File: src/gdc_pkg.sv
`default_nettype none

package gdc_pkg;

  // internal year range covers estimates up to the largest reachable day count
  localparam int YEAR_W = 17;
  localparam int SER_W  = 25;
  localparam int DAYS_W = 26;
  localparam int CNT_W  = 24;

  localparam int LAST_YEAR_DEF = 16383;

  localparam logic [1:0] ACT_DIFF = 2'd0;
  localparam logic [1:0] ACT_ADD  = 2'd1;
  localparam logic [1:0] ACT_WDAY = 2'd2;
  localparam logic [1:0] ACT_YDAY = 2'd3;

  // reciprocal constants: x/100 exact below 43690, x/7 exact below 2^24
  localparam logic [12:0] DIV100_K = 13'd5243;
  localparam int          DIV100_S = 19;
  localparam logic [23:0] DIV7_K   = 24'd9586981;
  localparam int          DIV7_S   = 26;
  // slightly low 1/365.2425, estimate lands within one year of the answer
  localparam logic [21:0] YEAR_K   = 22'd2939805;
  localparam int          YEAR_S   = 30;

  typedef logic [YEAR_W-1:0]        year_t;
  typedef logic [SER_W-1:0]         ser_t;
  typedef logic signed [DAYS_W-1:0] days_t;

  typedef struct packed {
    logic [1:0]       action;
    logic             neg;
    logic [CNT_W-1:0] count;
  } side_t;

  function automatic year_t div100(year_t x);
    logic [YEAR_W+12:0] p;
    p = (YEAR_W+13)'(x) * (YEAR_W+13)'(DIV100_K);
    return year_t'(p >> DIV100_S);
  endfunction

  function automatic logic is_leap(year_t y);
    year_t q;
    year_t rem;
    q   = div100(y);
    rem = y - year_t'(q * year_t'(100));
    return (y[1:0] == 2'b00) && ((rem != '0) || (q[1:0] == 2'b00));
  endfunction

  // days from year 0 Jan 1 to Jan 1 of year y
  function automatic ser_t year_start(year_t y);
    year_t q1;
    year_t q2;
    q1 = div100(y + year_t'(99));
    q2 = div100(y + year_t'(399));
    return ser_t'(y) * ser_t'(365) + ser_t'((y + year_t'(3)) >> 2)
           - ser_t'(q1) + ser_t'(q2 >> 2);
  endfunction

  // days before month index mi (0..12)
  function automatic logic [8:0] days_before(logic [3:0] mi, logic lp);
    logic [8:0] c;
    case (mi)
      4'd0:    c = 9'd0;
      4'd1:    c = 9'd31;
      4'd2:    c = 9'd59;
      4'd3:    c = 9'd90;
      4'd4:    c = 9'd120;
      4'd5:    c = 9'd151;
      4'd6:    c = 9'd181;
      4'd7:    c = 9'd212;
      4'd8:    c = 9'd243;
      4'd9:    c = 9'd273;
      4'd10:   c = 9'd304;
      4'd11:   c = 9'd334;
      default: c = 9'd365;
    endcase
    if (lp && (mi >= 4'd2)) c = c + 9'd1;
    return c;
  endfunction

endpackage

`default_nettype wire

File: src/gdc_date_split.sv
`default_nettype none

// day count -> year, month index, day; five register stages
module gdc_date_split (
  input  wire logic           clk,
  input  wire logic           rst_n,
  input  wire logic           in_valid,
  input  wire gdc_pkg::ser_t  in_total,
  input  wire gdc_pkg::side_t in_side,
  output logic                out_valid,
  output gdc_pkg::year_t      out_year,
  output logic [3:0]          out_month_idx,
  output logic [4:0]          out_day,
  output gdc_pkg::side_t      out_side
);

  logic va_r, vb_r, vc_r, vd_r, ve_r;
  gdc_pkg::side_t sa_r, sb_r, sc_r, sd_r, se_r;
  gdc_pkg::ser_t  ta_r, tb_r, tc_r;
  gdc_pkg::year_t ea_r, eb_r, yc_r, yd_r, ye_r;
  gdc_pkg::ser_t  yse_r, yse1_r;
  logic [8:0]     rd_r;
  logic           lpd_r;
  logic [3:0]     me_r;
  logic [4:0]     de_r;

  logic [46:0]    prod_y;
  gdc_pkg::year_t e_nxt;
  gdc_pkg::year_t y_nxt;
  gdc_pkg::ser_t  ysy;
  logic [3:0]     m_nxt;
  logic [4:0]     d_nxt;

  always_comb begin
    prod_y = 47'(in_total) * 47'(gdc_pkg::YEAR_K);
    e_nxt  = gdc_pkg::year_t'(prod_y >> gdc_pkg::YEAR_S);
  end

  always_comb begin
    if (tb_r < yse_r) begin
      y_nxt = eb_r - gdc_pkg::year_t'(1);
    end else if (tb_r < yse1_r) begin
      y_nxt = eb_r;
    end else begin
      y_nxt = eb_r + gdc_pkg::year_t'(1);
    end
  end

  assign ysy = gdc_pkg::year_start(yc_r);

  always_comb begin
    m_nxt = 4'd0;
    for (int k = 1; k < 12; k++) begin
      if (rd_r >= gdc_pkg::days_before(4'(k), lpd_r)) m_nxt = m_nxt + 4'd1;
    end
    d_nxt = 5'(rd_r - gdc_pkg::days_before(m_nxt, lpd_r) + 9'd1);
  end

  always_ff @(posedge clk) begin
    if (!rst_n) begin
      va_r <= 1'b0;
      vb_r <= 1'b0;
      vc_r <= 1'b0;
      vd_r <= 1'b0;
      ve_r <= 1'b0;
    end else begin
      va_r <= in_valid;
      vb_r <= va_r;
      vc_r <= vb_r;
      vd_r <= vc_r;
      ve_r <= vd_r;
    end
  end

  always_ff @(posedge clk) begin
    sa_r   <= in_side;
    ta_r   <= in_total;
    ea_r   <= e_nxt;
    sb_r   <= sa_r;
    tb_r   <= ta_r;
    eb_r   <= ea_r;
    yse_r  <= gdc_pkg::year_start(ea_r);
    yse1_r <= gdc_pkg::year_start(ea_r + gdc_pkg::year_t'(1));
    sc_r   <= sb_r;
    tc_r   <= tb_r;
    yc_r   <= y_nxt;
    sd_r   <= sc_r;
    yd_r   <= yc_r;
    rd_r   <= 9'(tc_r - ysy);
    lpd_r  <= gdc_pkg::is_leap(yc_r);
    se_r   <= sd_r;
    ye_r   <= yd_r;
    me_r   <= m_nxt;
    de_r   <= d_nxt;
  end

  assign out_valid     = ve_r;
  assign out_year      = ye_r;
  assign out_month_idx = me_r;
  assign out_day       = de_r;
  assign out_side      = se_r;

endmodule

`default_nettype wire

File: config.mk
export PLATFORM = sky130hd
export DESIGN_NAME = gdc_date_split
export DESIGN_NICKNAME = d
export VERILOG_FILES = /design/src/gdc_pkg.sv /design/src/gdc_date_split.sv
export SDC_FILE = /design/constraint.sdc
export NUM_CORES = 2
export LEC_CHECK = 0
export ABC_AREA = 1
export BUFFER_PORTS_ARGS = -buffer_cell sky130_fd_sc_hd__buf_4
export CORE_AREA = 2 2 328 330
export DETAILED_ROUTE_END_ITERATION = 10
export DIE_AREA = 0 0 330 332
export GPL_TIMING_DRIVEN = 1
export PLACE_DENSITY = 0.85
export SYNTH_ARGS = -nofsm -noshare
export SYNTH_HDL_FRONTEND = slang
export SYNTH_SLANG_ARGS = --single-unit
File: constraint.sdc
create_clock -name clk -period 18.75 [get_ports clk]
set_input_delay 0.9375 -clock clk [delete_from_list [all_inputs] [get_ports clk]]
set_output_delay 0.9375 -clock clk [all_outputs]
set_load 0.01 [all_outputs]
* Word-level counts from Yosys, hierarchy flattened *
Memory sizes are Yosys's and may differ from the RTL's.
Cells that the tools add are included.

cells by class
  add/sub/neg operators = 36
  multiply operators = 12
  order comparisons = 14
  multiplexer cells = 24
  reduce and logical (&&, ||, !) cells = 6

operator list
  cell                                                                   number
  17-bit by 13-bit multiplier with 30-bit output, second input constant  6
  17-bit by 7-bit adder with 17-bit output, second input constant        3
  17-bit by 9-bit adder with 17-bit output, second input constant        3
  25-bit by 16-bit adder with 25-bit output                              2
  25-bit by 9-bit adder with 25-bit output                               2
  25-bit < comparator                                                    2
  17-bit by 9-bit multiplier with 25-bit output, second input constant   2
  25-bit by 11-bit subtractor with 25-bit output                         2
  25-bit by 22-bit multiplier with 47-bit output, second input constant  1
  4-bit two-way mux                                                      11
  17-bit by 2-bit adder with 18-bit output, second input constant        2
  4-bit by 1-bit adder with 4-bit output, second input constant          9
  9-bit by 8-bit greater-or-equal comparator with 1-bit output           4
  17-bit by 1-bit adder with 17-bit output, second input constant        2
  17-bit two-way mux                                                     2
  17-bit by 13-bit multiplier with 28-bit output, second input constant  1
  9-bit greater-or-equal comparator                                      3
  9-bit adder                                                            2
  9-bit by 7-bit greater-or-equal comparator with 1-bit output           2
  9-bit subtractor                                                       2
  17-bit by 9-bit multiplier with 9-bit output, second input constant    1
  17-bit nonzero test                                                    1
  17-bit by 1-bit subtractor with 17-bit output, second input constant   1
  17-bit subtractor                                                      1
  other kinds (15)                                                       25

word-level totals
  register bits after elaboration = 353
  bits in read-only memories = 144
  input port bits = 55
  output and inout bits = 54
  logic and storage cells = 127
  memories kept = 1

memories
  name              words  bits a word  rd ports  clocked after Yosys merged registers in  write ports  RTL line       RTL
  (name not given)  16     9            1         0                                        0            gdc_pkg.sv:64  case (mi)

* Longest topological paths before layout *
  word-level depth = 27
  mapped depth = 62
  gate-level depth less buffers = 61

* Worst setup path after synthesis *
Ideal clock, no wire load.

  path type = register to register
  start point = reg ea_r[0]
  end point = reg yse1_r[23]
  setup time = 118 ps
  arrival = 11,634 ps
  data required time = 18,632 ps
  path slack = 6,997 ps
  stages on the path, launching flop included = 59
  path buffers = 1
  clock period less this slack = 11,753 ps
  path through = dfxtp_1 buf_2 inv_1 ha_1 inv_1 ha_1 a21oi_1 nor2_1 nand2_1 nand2_1 nand2_1 nor3_1 nand2_1 xor2_1 inv_1 ha_1 fa_1 fa_1 [23 not listed] inv_1 ha_1 nand2_1 o21ai_0 a21oi_1 o21ai_0 nand3_1 nand2_1 nand3_1 nand2_1 nand3_1 nand2_1 nand3_1 nand2_1 a21oi_1 nor2_1 nor2_1 xnor2_1

between the ends
  cells in the longest elaborated chain, start to end = 5
  elaborated cells between the ends (all ways) = 10
  those cells by class = add/sub: 7; mul: 3

ends and longest elaborated chain
  element                                                                                                      RTL line                      RTL
  start: declaration                                                                                           gdc_date_split.sv:20          gdc_pkg::year_t ea_r, eb_r, yc_r, yd_r, ye_r;
  start signal: assignment                                                                                     gdc_date_split.sv:78          ea_r <= e_nxt;
  17-bit by 1-bit adder with 17-bit output (*)                                                                 gdc_date_split.sv:83          yse1_r <= gdc_pkg::year_start(ea_r + gdc_pkg::year_t'(1));
  17-bit by 9-bit multiplier with 25-bit output (tied with other cells)                                        gdc_pkg.sv:57                 return ser_t'(y) * ser_t'(365) + ser_t'((y + year_t'(3)) >> 2)
  25-bit by 16-bit adder with 25-bit output or 17-bit by 13-bit multiplier with 30-bit output (tied branches)  gdc_pkg.sv:57, gdc_pkg.sv:39
  25-bit by 11-bit subtractor with 25-bit output                                                               gdc_pkg.sv:58                 - ser_t'(q1) + ser_t'(q2 >> 2);
  25-bit by 9-bit adder with 25-bit output (*)                                                                 gdc_pkg.sv:58
  end signal: assignment                                                                                       gdc_date_split.sv:83
  end: declaration                                                                                             gdc_date_split.sv:21          gdc_pkg::ser_t yse_r, yse1_r;

Every way passes the cells marked *; elsewhere a longest branch is shown, timed or not.
A chain may end at the register's enable or synchronous reset.

* Worst setup path after layout *
  start point = reg ea_r[4]
  end point = reg yse1_r[23]

The elaborated chain is that of the path after synthesis.

==> results.sh <==
export IMPL_synthAdderAreaFrac_pct=60.4
export IMPL_finalSetupViolCount=0
export IMPL_ctsResizeCount=0
export IMPL_crit_buf_inv=9
export IMPL_first_iter_violations=2314
export IMPL_die_w_um=330
export IMPL_nets=9252
export IMPL_timing_hold_ws_ns=0.267
export IMPL_critical_path_class="register to register"
export IMPL_fillers=8075
export IMPL_clock_sinks=353
export IMPL_clock_latency_ns=0.62
export IMPL_hpwlAfterDp_um=126000
export IMPL_grtUsageTotal_pct=27.6
export IMPL_min_period_ns=13.81
export IMPL_slew_headroom_pct=27.3
export IMPL_wl_per_cell_um=17.7
export IMPL_antenna_found_initial=1
export IMPL_finalHoldViolations=0
export IMPL_gr_total_overflow=0
export IMPL_min_path_type="register to register"
export IMPL_place_gp_congestion=1.01
export IMPL_fp_coreArea_sq_um=106000
export IMPL_path_clk_slew_ns=0.07
export IMPL_ctsRootBufferMaster="clkbuf_16"
export IMPL_synth_compound_area_share_pct=4.71
export IMPL_yosysSeqAreaShare_pct=11.2
export IMPL_worst_path_max_delay_cell="dfxtp_1"
export IMPL_start_util_pct=59.3
export IMPL_final_layout_size_suffix_gt1_share_pct=4.07
export IMPL_htree_levels=2
export IMPL_dieArea_sq_um=110000
export IMPL_fin_tns_setup_ns=0
export IMPL_worst_slew_pin_slew_ns=1.09
export IMPL_skew_ns=0.0674
export IMPL_clk_path_buf_depth=3
export IMPL_ys_flop_type="dfxtp_1"
export IMPL_synth_top_family_by_area="adder cells"
export IMPL_outcome="finished with violations"
export IMPL_dieHeight_um=332
export IMPL_violations="DRC"
export IMPL_synth_xor_area_share_pct=5.05
export IMPL_cp_top_family="adder cells"
export IMPL_drc=30
export IMPL_hold_buffers=0
export IMPL_ys_ff_latch=353
export IMPL_area_delta_synth_final_pct=6.30
export IMPL_cp_max_fo=11
export IMPL_fp_row_count=120
export IMPL_rsz0062_at_grt="false"
export IMPL_cts_tree="built"
export IMPL_grt_pass1_wl_um=242000
export IMPL_syn_inst=6623
export IMPL_routed_via_density=5.30
export IMPL_cp_end_kind="register"
export IMPL_crit_path_max_incr_delay_ns=0.69
export IMPL_drv_slew=0
export IMPL_grt_max_degree=20
export IMPL_syn_num_nets=9092
export IMPL_vias=43600
export IMPL_ant_nets=0
export IMPL_synth_edf_count=0
export IMPL_synthSimpleGateAreaFrac_pct=6.55
export IMPL_numCtsBuffers=39
export IMPL_drt_first_pass_iters=9
export IMPL_maxCapViolCount=0
export IMPL_grt_pass1_vias=48200
export IMPL_fin_crit_sh_pct=73.6
export IMPL_syn_avg_cell_area_sq_um=9.52
export IMPL_ys_types=55
export IMPL_totalWireLength_um=146000
export IMPL_crit_arrival_ns=14.31
export IMPL_netlist_area_sq_um=63000
export IMPL_path_common_cell="inv_1"
export IMPL_io_pins=109
export IMPL_postLayoutCoreUtil_pct=63.0
export IMPL_port_buffers=108
export IMPL_postSynth_asyncResetShare_pct=0
export IMPL_muxShareOfSynthArea_pct=0
export IMPL_fmax_ghz=0.0724
export IMPL_cp_start_kind="register"
export IMPL_post_cts_setup_buffers=0
export IMPL_cp_required_ns=19.25
export IMPL_yosys_warnings=0
worst paths after layout:
path,from,end,slack (ns),cells past startpoint
worst max-delay path,ea_r[4],yse1_r[23],4.94,55
worst min-delay path,sc_r[23],sd_r[23],0.27,0
worst min register to register,sc_r[23],sd_r[23],0.27,0
worst max register to register,ea_r[4],yse1_r[23],4.94,55
cell usage in the layout (no fill, tap or decap), types with 4 or more instances in the layout:
master	synthesis	routed
o221ai_1	9	9
a21oi_1	295	295
nand2_4	4	4
nand3_2	12	12
nand4_1	37	37
inv_1	1999	1999
ha_1	1365	1365
fa_1	1049	1049
nand3_1	121	121
nor3_1	28	28
nand3b_1	6	6
inv_6	0	7
o21a_1	9	9
dfxtp_1	353	353
nand2_2	34	34
xor2_1	267	267
nor2_1	168	168
clkbuf_1	6	7
a211oi_1	16	16
clkbuf_8	0	8
inv_2	12	12
or2_2	9	9
o21bai_1	27	27
clkbuf_16	0	39
a21o_1	17	17
o211ai_1	9	9
nand2_1	504	504
a31oi_1	18	18
nor2_2	6	6
o31ai_1	8	8
nor4_1	6	6
buf_4	1	129
o21ai_0	103	103
xnor2_1	92	92
Yosys cell counts (all sizes together) (6+ instances only):
cell type  instances  area, sq um
nand2            542         2150
ha              1365        17100
o21bai            27          203
o21a               9         67.6
a31oi             18          113
a21oi            297         1500
o211ai             9         67.6
o221ai             9         78.8
clkbuf             6         22.5
dfxtp            353         7070
o21ai            105          529
or2               12         75.1
xor2             268         2350
nor2             175          679
nand4             37          231
nor4               6         37.5
o31ai              8         60.1
fa              1049        21000
nand3            134          743
nor3              28          140
xnor2             92          806
nand3b             6         45.0
inv             2011         7550
a21o              17          128
a211oi            16          120
logic make-up after synthesis:
| kind of cell | Yosys count |
|---|---|
| flip-flops | 353 |
| XOR/XNOR | 361 |
| AND/OR/NAND/NOR | 944 |
| buffers and inverters | 2024 |
| AO/OA/AOI/OAI | 527 |
| adder cells (fa/ha/maj) | 2414 |
registers in the layout (all words and copies together), names as in the netlist, 25 cells and up:
name / cells
out_side: 27
sa_r: 27
yse_r: 25
ta_r: 25
sc_r: 27
yse1_r: 25
sb_r: 27
sd_r: 27
tb_r: 25
per-stage QoR:
stage | area [sq um] | instances | setup slack (ns)
6_report | 67000 | 8220 | 4.94
5_1_grt | 67000 | 8217 | 3.77
4_1_cts | 67000 | 8217 | 5.04
3_5_place_dp | 65700 | 8145 | 5.12
3_3_place_gp | 65700 | 8145 | 5.44
2_1_floorplan | 63000 | 6623 | 7.00
layer usage:
metal  share of wire [%]  vias up  track usage [%]
met5                   0        -                0
met4                 4.1        0             10.1
met3                 5.9      365             3.99
met2                  50     1279             48.6
li1                    -    20500                -
met1                  40    21400             34.4
area by class of cell:
type / instances / area (sq um) / area share (%)
Antenna cell: 3 / 7.51 / 0.0112
Inverter: 2014 / 7560 / 11.3
Clock buffer: 54 / 1110 / 1.66
Sequential cell: 353 / 7070 / 10.5
Clock inverter: 18 / 185 / 0.276
Tap cell: 1403 / 1760 / 2.62
Multi-Input combinational cell: 4246 / 48400 / 72.2
Timing Repair Buffer: 129 / 968 / 1.45
Power is left out: the tool's default activity adds up to more than one toggle a clock period on the data nets, which glitch-free logic cannot reach.
